**config.mk**
```make
export PLATFORM = sky130hd
export DESIGN_NAME = nibble_spn_block_cipher_flat
export DESIGN_NICKNAME = d
export VERILOG_FILES = /design/src/nsbc_pkg.sv /design/src/nsbc_in_if.sv /design/src/nsbc_out_if.sv /design/src/nibble_spn_block_cipher.sv /design/src/flat_wrapper.sv
export SDC_FILE = /design/constraint.sdc
export NUM_CORES = 2
export LEC_CHECK = 0
export ABC_AREA = 1
export BUFFER_PORTS_ARGS = -buffer_cell sky130_fd_sc_hd__buf_2
export CAP_MARGIN = 20
export CELL_PAD_IN_SITES_DETAIL_PLACEMENT = 2
export CELL_PAD_IN_SITES_GLOBAL_PLACEMENT = 2
export CORE_UTILIZATION = 32
export CTS_CLUSTER_DIAMETER = 100
export DETAILED_ROUTE_END_ITERATION = 6
export PLACE_DENSITY_LB_ADDON = 0.1
export SYNTH_ARGS = -nofsm -noshare
export SYNTH_HDL_FRONTEND = slang
export SYNTH_SLANG_ARGS = --single-unit
```
**constraint.sdc**
```tcl
create_clock -name clk -period 5.1 [get_ports clk]
set_input_delay 0.51 -clock clk [delete_from_list [all_inputs] [get_ports clk]]
set_output_delay 0.51 -clock clk [all_outputs]
set_load 0.005 [all_outputs]
```
**src/nsbc_pkg.sv**
```systemverilog
// Package: cipher constants, S-boxes and round functions.
`default_nettype none
package nsbc_pkg;

  localparam int NIBBLES = 16;

  localparam logic [63:0] KEY_RESET = 64'h7693_1FAC_9DAB_2B36;
  // Key tweak: nibbles 12 and 15 get 0xf, nibbles 13 and 14 get 0x3
  localparam logic [63:0] KEY_TWEAK = 64'h0000_0000_0000_F33F;

  localparam logic ACT_ENCRYPT = 1'b0;
  localparam logic ACT_DECRYPT = 1'b1;

  localparam logic [3:0] FWD_BOX [NIBBLES] = '{
    4'ha, 4'h5, 4'h4, 4'h2, 4'h6, 4'h1, 4'hf, 4'h3,
    4'hb, 4'he, 4'h7, 4'h0, 4'h8, 4'hd, 4'hc, 4'h9
  };
  localparam logic [3:0] INV_BOX [NIBBLES] = '{
    4'hb, 4'h5, 4'h3, 4'h7, 4'h2, 4'h1, 4'h4, 4'ha,
    4'hc, 4'hf, 4'h0, 4'h8, 4'he, 4'hd, 4'h9, 4'h6
  };

  typedef logic [63:0] block_t;

  // Nibble i sits at bits 63-4i downto 60-4i
  function automatic logic [3:0] nib(input block_t x, input int i);
    nib = x[63-4*i -: 4];
  endfunction

  function automatic block_t next_key(input block_t k);
    block_t t;
    t = k ^ KEY_TWEAK;
    next_key = {t[15:0], t[63:16]};
  endfunction

  function automatic block_t sub_fwd(input block_t x);
    block_t t;
    for (int i = 0; i < NIBBLES; i++) begin
      t[63-4*i -: 4] = FWD_BOX[nib(x, i)];
    end
    sub_fwd = t;
  endfunction

  function automatic block_t sub_inv(input block_t x);
    block_t t;
    for (int i = 0; i < NIBBLES; i++) begin
      t[63-4*i -: 4] = INV_BOX[nib(x, i)];
    end
    sub_inv = t;
  endfunction

  // Row r rotated left (left=1) or right (left=0) by r nibbles
  function automatic block_t rotate_rows(input block_t x, input logic left);
    block_t t;
    int src;
    for (int r = 0; r < 4; r++) begin
      for (int c = 0; c < 4; c++) begin
        src = left ? ((c + r) & 3) : ((c - r + 4) & 3);
        t[63-4*(4*r+c) -: 4] = nib(x, 4*r + src);
      end
    end
    rotate_rows = t;
  endfunction

  function automatic block_t mix(input block_t x);
    logic [15:0] r0, r1, r2, r3;
    r0 = x[63:48];
    r1 = x[47:32];
    r2 = x[31:16];
    r3 = x[15:0];
    mix = {r0 ^ r2, r1 ^ r2, r0, r2 ^ r3};
  endfunction

  function automatic block_t unmix(input block_t x);
    logic [15:0] r0, r1, r2, r3;
    r0 = x[63:48];
    r1 = x[47:32];
    r2 = x[31:16];
    r3 = x[15:0];
    unmix = {r2, r0 ^ r1 ^ r2, r0 ^ r2, r0 ^ r2 ^ r3};
  endfunction

  function automatic block_t enc_round(input block_t x, input block_t k);
    enc_round = mix(rotate_rows(sub_fwd(x ^ {32'h0, k[31:0]}), 1'b1));
  endfunction

  function automatic block_t dec_round(input block_t x, input block_t k);
    dec_round = sub_inv(rotate_rows(unmix(x), 1'b0)) ^ {32'h0, k[31:0]};
  endfunction

endpackage
`default_nettype wire

```
**src/nsbc_in_if.sv**
```systemverilog
// Interface: input channel (action and block).
`default_nettype none
interface nsbc_in_if;
  logic        valid;
  logic        ready;
  logic        action;
  logic [63:0] data_in;

  modport source (output valid, output action, output data_in, input ready);
  modport sink (input valid, input action, input data_in, output ready);
endinterface
`default_nettype wire

```
**src/nsbc_out_if.sv**
```systemverilog
// Interface: result channel (processed block).
`default_nettype none
interface nsbc_out_if;
  logic        valid;
  logic        ready;
  logic [63:0] data_out;

  modport source (output valid, output data_out, input ready);
  modport sink (input valid, input data_out, output ready);
endinterface
`default_nettype wire

```
**src/nibble_spn_block_cipher.sv**
```systemverilog
// Top level: nibble SPN block cipher, fully unrolled between two register stages.
`default_nettype none
// Encrypts or decrypts one 64-bit block per cycle. A beat is captured in an
// input register, all ROUNDS rounds are evaluated in one combinational pass
// (round keys come straight from the key register through fixed XORs and
// rotations), and the result lands in the output register. One beat per cycle is
// sustained for as long as the result side takes beats. The input stage advances
// only when the output stage can take its result, so a new beat is taken while a
// finished result waits only if the input register is empty. The key register is
// written through cfg_we/cfg_data and must only change while the block is idle.
module nibble_spn_block_cipher #(
  parameter int ROUNDS = 4
) (
  input  wire logic        clk,
  input  wire logic        rst,
  input  wire logic        cfg_we,
  input  wire logic [63:0] cfg_data,
  nsbc_in_if.sink          blk_in,
  nsbc_out_if.source       blk_out
);

  logic [63:0] cipher_key;

  logic        in_valid;
  logic        in_action;
  logic [63:0] in_data;
  logic        in_ready;

  logic        out_valid;
  logic [63:0] out_data;
  logic        out_ready;

  logic [63:0] sched_key [ROUNDS];
  logic [63:0] enc_x [ROUNDS+1];
  logic [63:0] dec_x [ROUNDS+1];
  logic [63:0] result;

  always_ff @(posedge clk) begin
    if (rst) begin
      cipher_key <= nsbc_pkg::KEY_RESET;
    end else if (cfg_we) begin
      cipher_key <= cfg_data;
    end
  end

  // Round key schedule
  assign sched_key[0] = cipher_key;
  for (genvar r = 1; r < ROUNDS; r++) begin : g_key
    assign sched_key[r] = nsbc_pkg::next_key(sched_key[r-1]);
  end

  // Encrypt uses keys in order, decrypt in reverse order
  assign enc_x[0] = in_data;
  assign dec_x[0] = in_data;
  for (genvar r = 0; r < ROUNDS; r++) begin : g_round
    assign enc_x[r+1] = nsbc_pkg::enc_round(enc_x[r], sched_key[r]);
    assign dec_x[r+1] = nsbc_pkg::dec_round(dec_x[r], sched_key[ROUNDS-1-r]);
  end

  assign result = (in_action == nsbc_pkg::ACT_DECRYPT) ? dec_x[ROUNDS] : enc_x[ROUNDS];

  assign out_ready    = !out_valid || blk_out.ready;
  assign in_ready     = !in_valid || out_ready;
  assign blk_in.ready = in_ready;

  always_ff @(posedge clk) begin
    if (rst) begin
      in_valid <= 1'b0;
    end else if (in_ready) begin
      in_valid <= blk_in.valid;
    end
  end

  always_ff @(posedge clk) begin
    if (blk_in.valid && in_ready) begin
      in_action <= blk_in.action;
      in_data   <= blk_in.data_in;
    end
  end

  always_ff @(posedge clk) begin
    if (rst) begin
      out_valid <= 1'b0;
    end else if (out_ready) begin
      out_valid <= in_valid;
    end
  end

  always_ff @(posedge clk) begin
    if (in_valid && out_ready) begin
      out_data <= result;
    end
  end

  assign blk_out.valid    = out_valid;
  assign blk_out.data_out = out_data;

endmodule
`default_nettype wire
```
**src/flat_wrapper.sv**
```systemverilog
// flat-port wrapper written by rule: the top's interface ports become plain ports
module nibble_spn_block_cipher_flat 
#(
  parameter int ROUNDS = 4
)
  (clk, rst, cfg_we, cfg_data, blk_in_valid, blk_in_action, blk_in_data_in, blk_in_ready, blk_out_valid, blk_out_data_out, blk_out_ready);
  nsbc_in_if blk_in_i ();
  nsbc_out_if blk_out_i ();
  input  wire logic clk;
  input  wire logic rst;
  input  wire logic cfg_we;
  input  wire logic [63:0] cfg_data;
  input wire logic [$bits(blk_in_i.valid)-1:0] blk_in_valid;
  input wire logic [$bits(blk_in_i.action)-1:0] blk_in_action;
  input wire logic [$bits(blk_in_i.data_in)-1:0] blk_in_data_in;
  output wire logic [$bits(blk_in_i.ready)-1:0] blk_in_ready;
  output wire logic [$bits(blk_out_i.valid)-1:0] blk_out_valid;
  output wire logic [$bits(blk_out_i.data_out)-1:0] blk_out_data_out;
  input wire logic [$bits(blk_out_i.ready)-1:0] blk_out_ready;
  assign blk_in_i.valid = blk_in_valid;
  assign blk_in_i.action = blk_in_action;
  assign blk_in_i.data_in = blk_in_data_in;
  assign blk_in_ready = blk_in_i.ready;
  assign blk_out_valid = blk_out_i.valid;
  assign blk_out_data_out = blk_out_i.data_out;
  assign blk_out_i.ready = blk_out_ready;
  nibble_spn_block_cipher #(.ROUNDS(ROUNDS)) u_core (.clk(clk), .rst(rst), .cfg_we(cfg_we), .cfg_data(cfg_data), .blk_in(blk_in_i), .blk_out(blk_out_i));
endmodule
```
==> results of run 1 <==
[logic make-up after synthesis]
| kind of cell | synth area share [%] |
|---|---|
| AO/OA/AOI/OAI | 11.6 |
| multiplexers | 0.131 |
| XOR/XNOR | 9.11 |
| AND/OR/NAND/NOR | 39.6 |
| buffers and inverters | 8.35 |
| flip-flops | 13.6 |
| adder cells (fa/ha/maj) | 17.6 |
[stage by stage]
step | util, % | worst slack, ns
2_1_floorplan | - | 0.0469
3_3_place_gp | 44.4 | -0.679
3_5_place_dp | 44.4 | -1.20
[cells in the mapped netlist, drive strengths merged (16+ instances only)]
cell	n
a21oi	204
xnor2	100
ha	538
nand2	2379
xor2	249
nand3	814
o211ai	63
nand3b	20
clkbuf	47
inv	738
buf	32
o22ai	16
nand4	34
dfxtp	66
a31oi	17
o31ai	20
o21ai	424
nor2	243
edfxtp	129
or2	45
==> flow_summary.toml, run 1 <==
[yosys]
syn_area_per_cell_sq_um = 6.12
yosysWarnings = 0
synth_area_leaders = "nand2_1 22%, ha_1 18%, nand3_1 10%"
synth_edf_count = 129
synth_seq_cells = 195
synth_seq_area_share_pct = 13.6
synthCells = 6252
syn_nets = 6924
yosys.area.top_type = "nand2_1"
synth.distinct_cells = 65
syn_area_sq_um = 38200
async_reset_ff_share_pct = 0
ys.flop_type = "edfxtp_1"
synth_top_cell_area_share_pct = 22.1

[clocking]
clk_path_buf_depth = 2
cts_buffers = 17
cts_root_buf = "clkbuf_16"
htree_num_levels = 4
hold_buffers = 0
cts_resized = 1078
cts_sinks = 195
cts_setup_buffers = 148

[run_status]
lastStage = "4_1_cts"
outcome = "aborted with a tool error"
error = "[ERROR DPL-0033] detailed placement checks failed during check placement."

[placement]
place_hpwl_mm = 226
io_buffers = 199
placed_area_sq_um = 52500
routabilityCongestion = 1.02
numPlacedInstances = 9411

[die]
die_h_um = 348
num_rows = 126
start_util_pct = 32.3
io_pins = 200
die_w_um = 348
==> run 2: changes to the inputs <==
--- a/config.mk
+++ b/config.mk
@@ -8,12 +8,9 @@
 export ABC_AREA = 1
 export BUFFER_PORTS_ARGS = -buffer_cell sky130_fd_sc_hd__buf_2
 export CAP_MARGIN = 20
-export CELL_PAD_IN_SITES_DETAIL_PLACEMENT = 2
-export CELL_PAD_IN_SITES_GLOBAL_PLACEMENT = 2
-export CORE_UTILIZATION = 32
-export CTS_CLUSTER_DIAMETER = 100
+export CORE_UTILIZATION = 40
 export DETAILED_ROUTE_END_ITERATION = 6
-export PLACE_DENSITY_LB_ADDON = 0.1
+export PLACE_DENSITY_LB_ADDON = 0.15
 export SYNTH_ARGS = -nofsm -noshare
 export SYNTH_HDL_FRONTEND = slang
 export SYNTH_SLANG_ARGS = --single-unit
==> constraint.sdc (replaced) <==
create_clock -name clk -period 6.6 [get_ports clk]
set_input_delay 0.66 -clock clk [delete_from_list [all_inputs] [get_ports clk]]
set_output_delay 0.66 -clock clk [all_outputs]
set_load 0.005 [all_outputs]
==> run 2 against run 1 <==
The flow now finishes, with violations (design-rule violations). Synthesized cell count unchanged. Synthesized area stayed put.
==> flow_summary.toml, run 2 <==
[yosys]
ys.flop_type = "edfxtp_1"
synth_top_cell_area_share_pct = 22.1
synthCells = 6252
synth_seq_area_share_pct = 13.6
synthXorXnorAreaFrac_pct = 9.11
synth_simple_gate_area_share_pct = 39.6
synth_common_cells = "2255 x nand2_1, 798 x nand3_1, 663 x inv_1"
synth_area_leaders = "nand2_1 22%, ha_1 18%, nand3_1 10%"
synth_seq_cells = 195
synthAdderAreaFrac_pct = 17.6
synth.distinct_cells = 65
synth_compound_area_share_pct = 11.6
yosysMostFrequentCell = "nand2_1"
yosys.area.top_type = "nand2_1"
synth.mux.area_fraction_pct = 0.131
syn_area_per_cell_sq_um = 6.12
synth_edf_count = 129
syn_area_sq_um = 38200
synth_top_family_by_area = "simple AND/OR/NAND/NOR gates"
syn_nets = 6924
yosysWarnings = 0
async_reset_ff_share_pct = 0

[final_layout]
seq_area_sq_um = 5190
final_util_pct = 44.7
syn2layout_area_growth_pct = 10.8
layout_common_cells = "2255 x nand2_1, 798 x nand3_1, 660 x inv_1"
final_cells = 7839
final_common_cell = "nand2_1"
filler_cell_count = 10100
layout.nets = 7230
drive_gt1_share_pct = 11.0
multiInputGateArea_sq_um = 29900

[setup_path]
crit_fanout = 8
critPathBufInv = 7
critPathMostFrequentCell = "inv_1"
rr_worst_depth = 28
ff2ff_setup_slack_ns = 0.42
cp_data_arrival_time_ns = 6.58
slowest_stage = "xor2_1"
cp.required_ns = 7.00
rr_endpoint = "u_core.blk_out.data_out[32]"
cpLargestDelayFamily = "XOR/XNOR gates"
start_kind = "register"
end_kind = "register"
r2r_start = "u_core.in_data[17]"
max_stage_delay_ns = 0.66
critPathKind = "reg2reg"
critical_path_cell_count = 28

[global_route]
track_usage_pct = 34.1
grt_pass1_wl_mm = 241
grt_max_degree = 72
antenna_found_initial = 5
grt_pass1_vias = 36700
grt_overflow_total = 0

[placement]
dp_slack_ns = -0.144
io_buffers = 199
place_hpwl_mm = 145
routabilityCongestion = 1.06
numPlacedInstances = 7803

[detailed_routing]
wire_per_inst_um = 21.6
wl_mm = 169
drt-initial-drc-count = 4736
ant_nets = 0
drt-vias-per-instance = 5.37
first_pass_iters = 7
via_count = 42100
drc = 2

[timing]
worst_pin_slew_ns = 1.07
fin_skew_ns = 0.0282
min_period_ns = 6.18
layout_setup_ws_ns = 0.418
fin_hold_ws_ns = 0.286
finalMaxSlewViolations = 0
fmax_mhz = 162
rsz0062_at_grt = "yes"
setup_viol = 0
slew_headroom_pct = 28.1
hold_viol_final = 0
period_share_pct = 93.7

[clocking]
cts_tree = "built"
insertion_delay_ns = 0.56
cts_buffers = 17
clk_path_buf_depth = 2
cts_root_buf = "clkbuf_16"
path_clk_slew_ns = 0.09
htree_num_levels = 4
cts_sinks = 195

[die]
start_util_pct = 40.3
die_h_um = 311
io_pins = 200
core_area_sq_um = 94900
die_w_um = 311
num_rows = 113
die_area_sq_um = 96800

[min_path]
min_to = "u_core.in_data[63]"
worstHoldPathType = "in2reg"
worstHoldStart = "blk_in_data_in[63]"
hold_depth = 1

[run_status]
outcome = "complete, but fails checks"
violations = "design-rule violations"

[job]
max-cap-violations = 0
## run 2: cell counts after synthesis
Identical to the previous run, type by type.
## run 2: metrics by stage
stage                     TNS [ns]  instance area [sq um]
final                            0                  42400
after global routing       -0.0323                  42400
after CTS                        0                  42300
after detailed placement    -0.442                  41700
after global placement      -0.298                  41700
after floorplan                  0                  38200
## run 2: area by class of cell
cell class / count / share of cell area (%)
Timing Repair Buffer: 366 / 5.37
Inverter: 745 / 6.62
Sequential cell: 195 / 12.3
Clock inverter: 14 / 0.351
Multi-Input combinational cell: 5233 / 70.6
Clock buffer: 18 / 1.01
Antenna cell: 3 / 0.0177
Tap cell: 1265 / 3.74
## run 2: worst max path at each step
| stage | to | from | slack, ns |
|---|---|---|---|
| finish | u_core.blk_out.data_out[32] | u_core.in_data[17] | 0.42 |
| detailed placement | u_core.blk_out.data_out[35] | u_core.in_data[17] | -0.14 |
| floorplan | u_core.blk_out.data_out[50] | u_core.in_data[17] | 1.41 |
| CTS | u_core.blk_out.data_out[35] | u_core.in_data[17] | 0.18 |
| global placement | u_core.blk_out.data_out[35] | u_core.in_data[17] | -0.10 |
| global route | u_core.blk_out.data_out[33] | u_core.in_data[17] | -0.03 |
## run 2: kinds of logic (layout without fill, tap and decap cells)
group                      Yosys count  after routing
AOI/OAI and AO/OA                  787            787
xor gates and xnor gates           349            349
adders and majority gates          538            538
buffers and inverters              824           1143
DFF                                195            195
muxes                                5              5
other                                0              3
and+or+nand+nor                   3554           3554
## run 2: routing by layer
layer  routed length [um]  GRT usage (%)  vias up
li1                     -              -    20800
met1                72400           45.3    19200
met2                71900           52.9     1824
met3                15500           5.97      280
met4                 9660           17.1        0
met5                    0              0        -
## run 2: timing repair
action	4_1_cts	5_1_grt
setup buffers	0	1
resized for setup	1	9
hold buffers	0	0
setup endpoints to repair	4	24
## run 2: worst register-to-register path: cells and delay by family, from the launching register on
| family | cells | cell delay (ns) |
|---|---|---|
| adder cells (fa/ha/maj) | 3 | 0.88 |
| AND/OR/NAND/NOR | 8 | 1.00 |
| XOR/XNOR | 4 | 1.82 |
| AO/OA/AOI/OAI | 6 | 0.78 |
| buffers and inverters | 7 | 0.98 |
| flip-flops | 1 | 0.58 |
Power of run 2 is not shown: default switching activity piles up to over one toggle a cycle in this logic, so the estimate is an artifact.
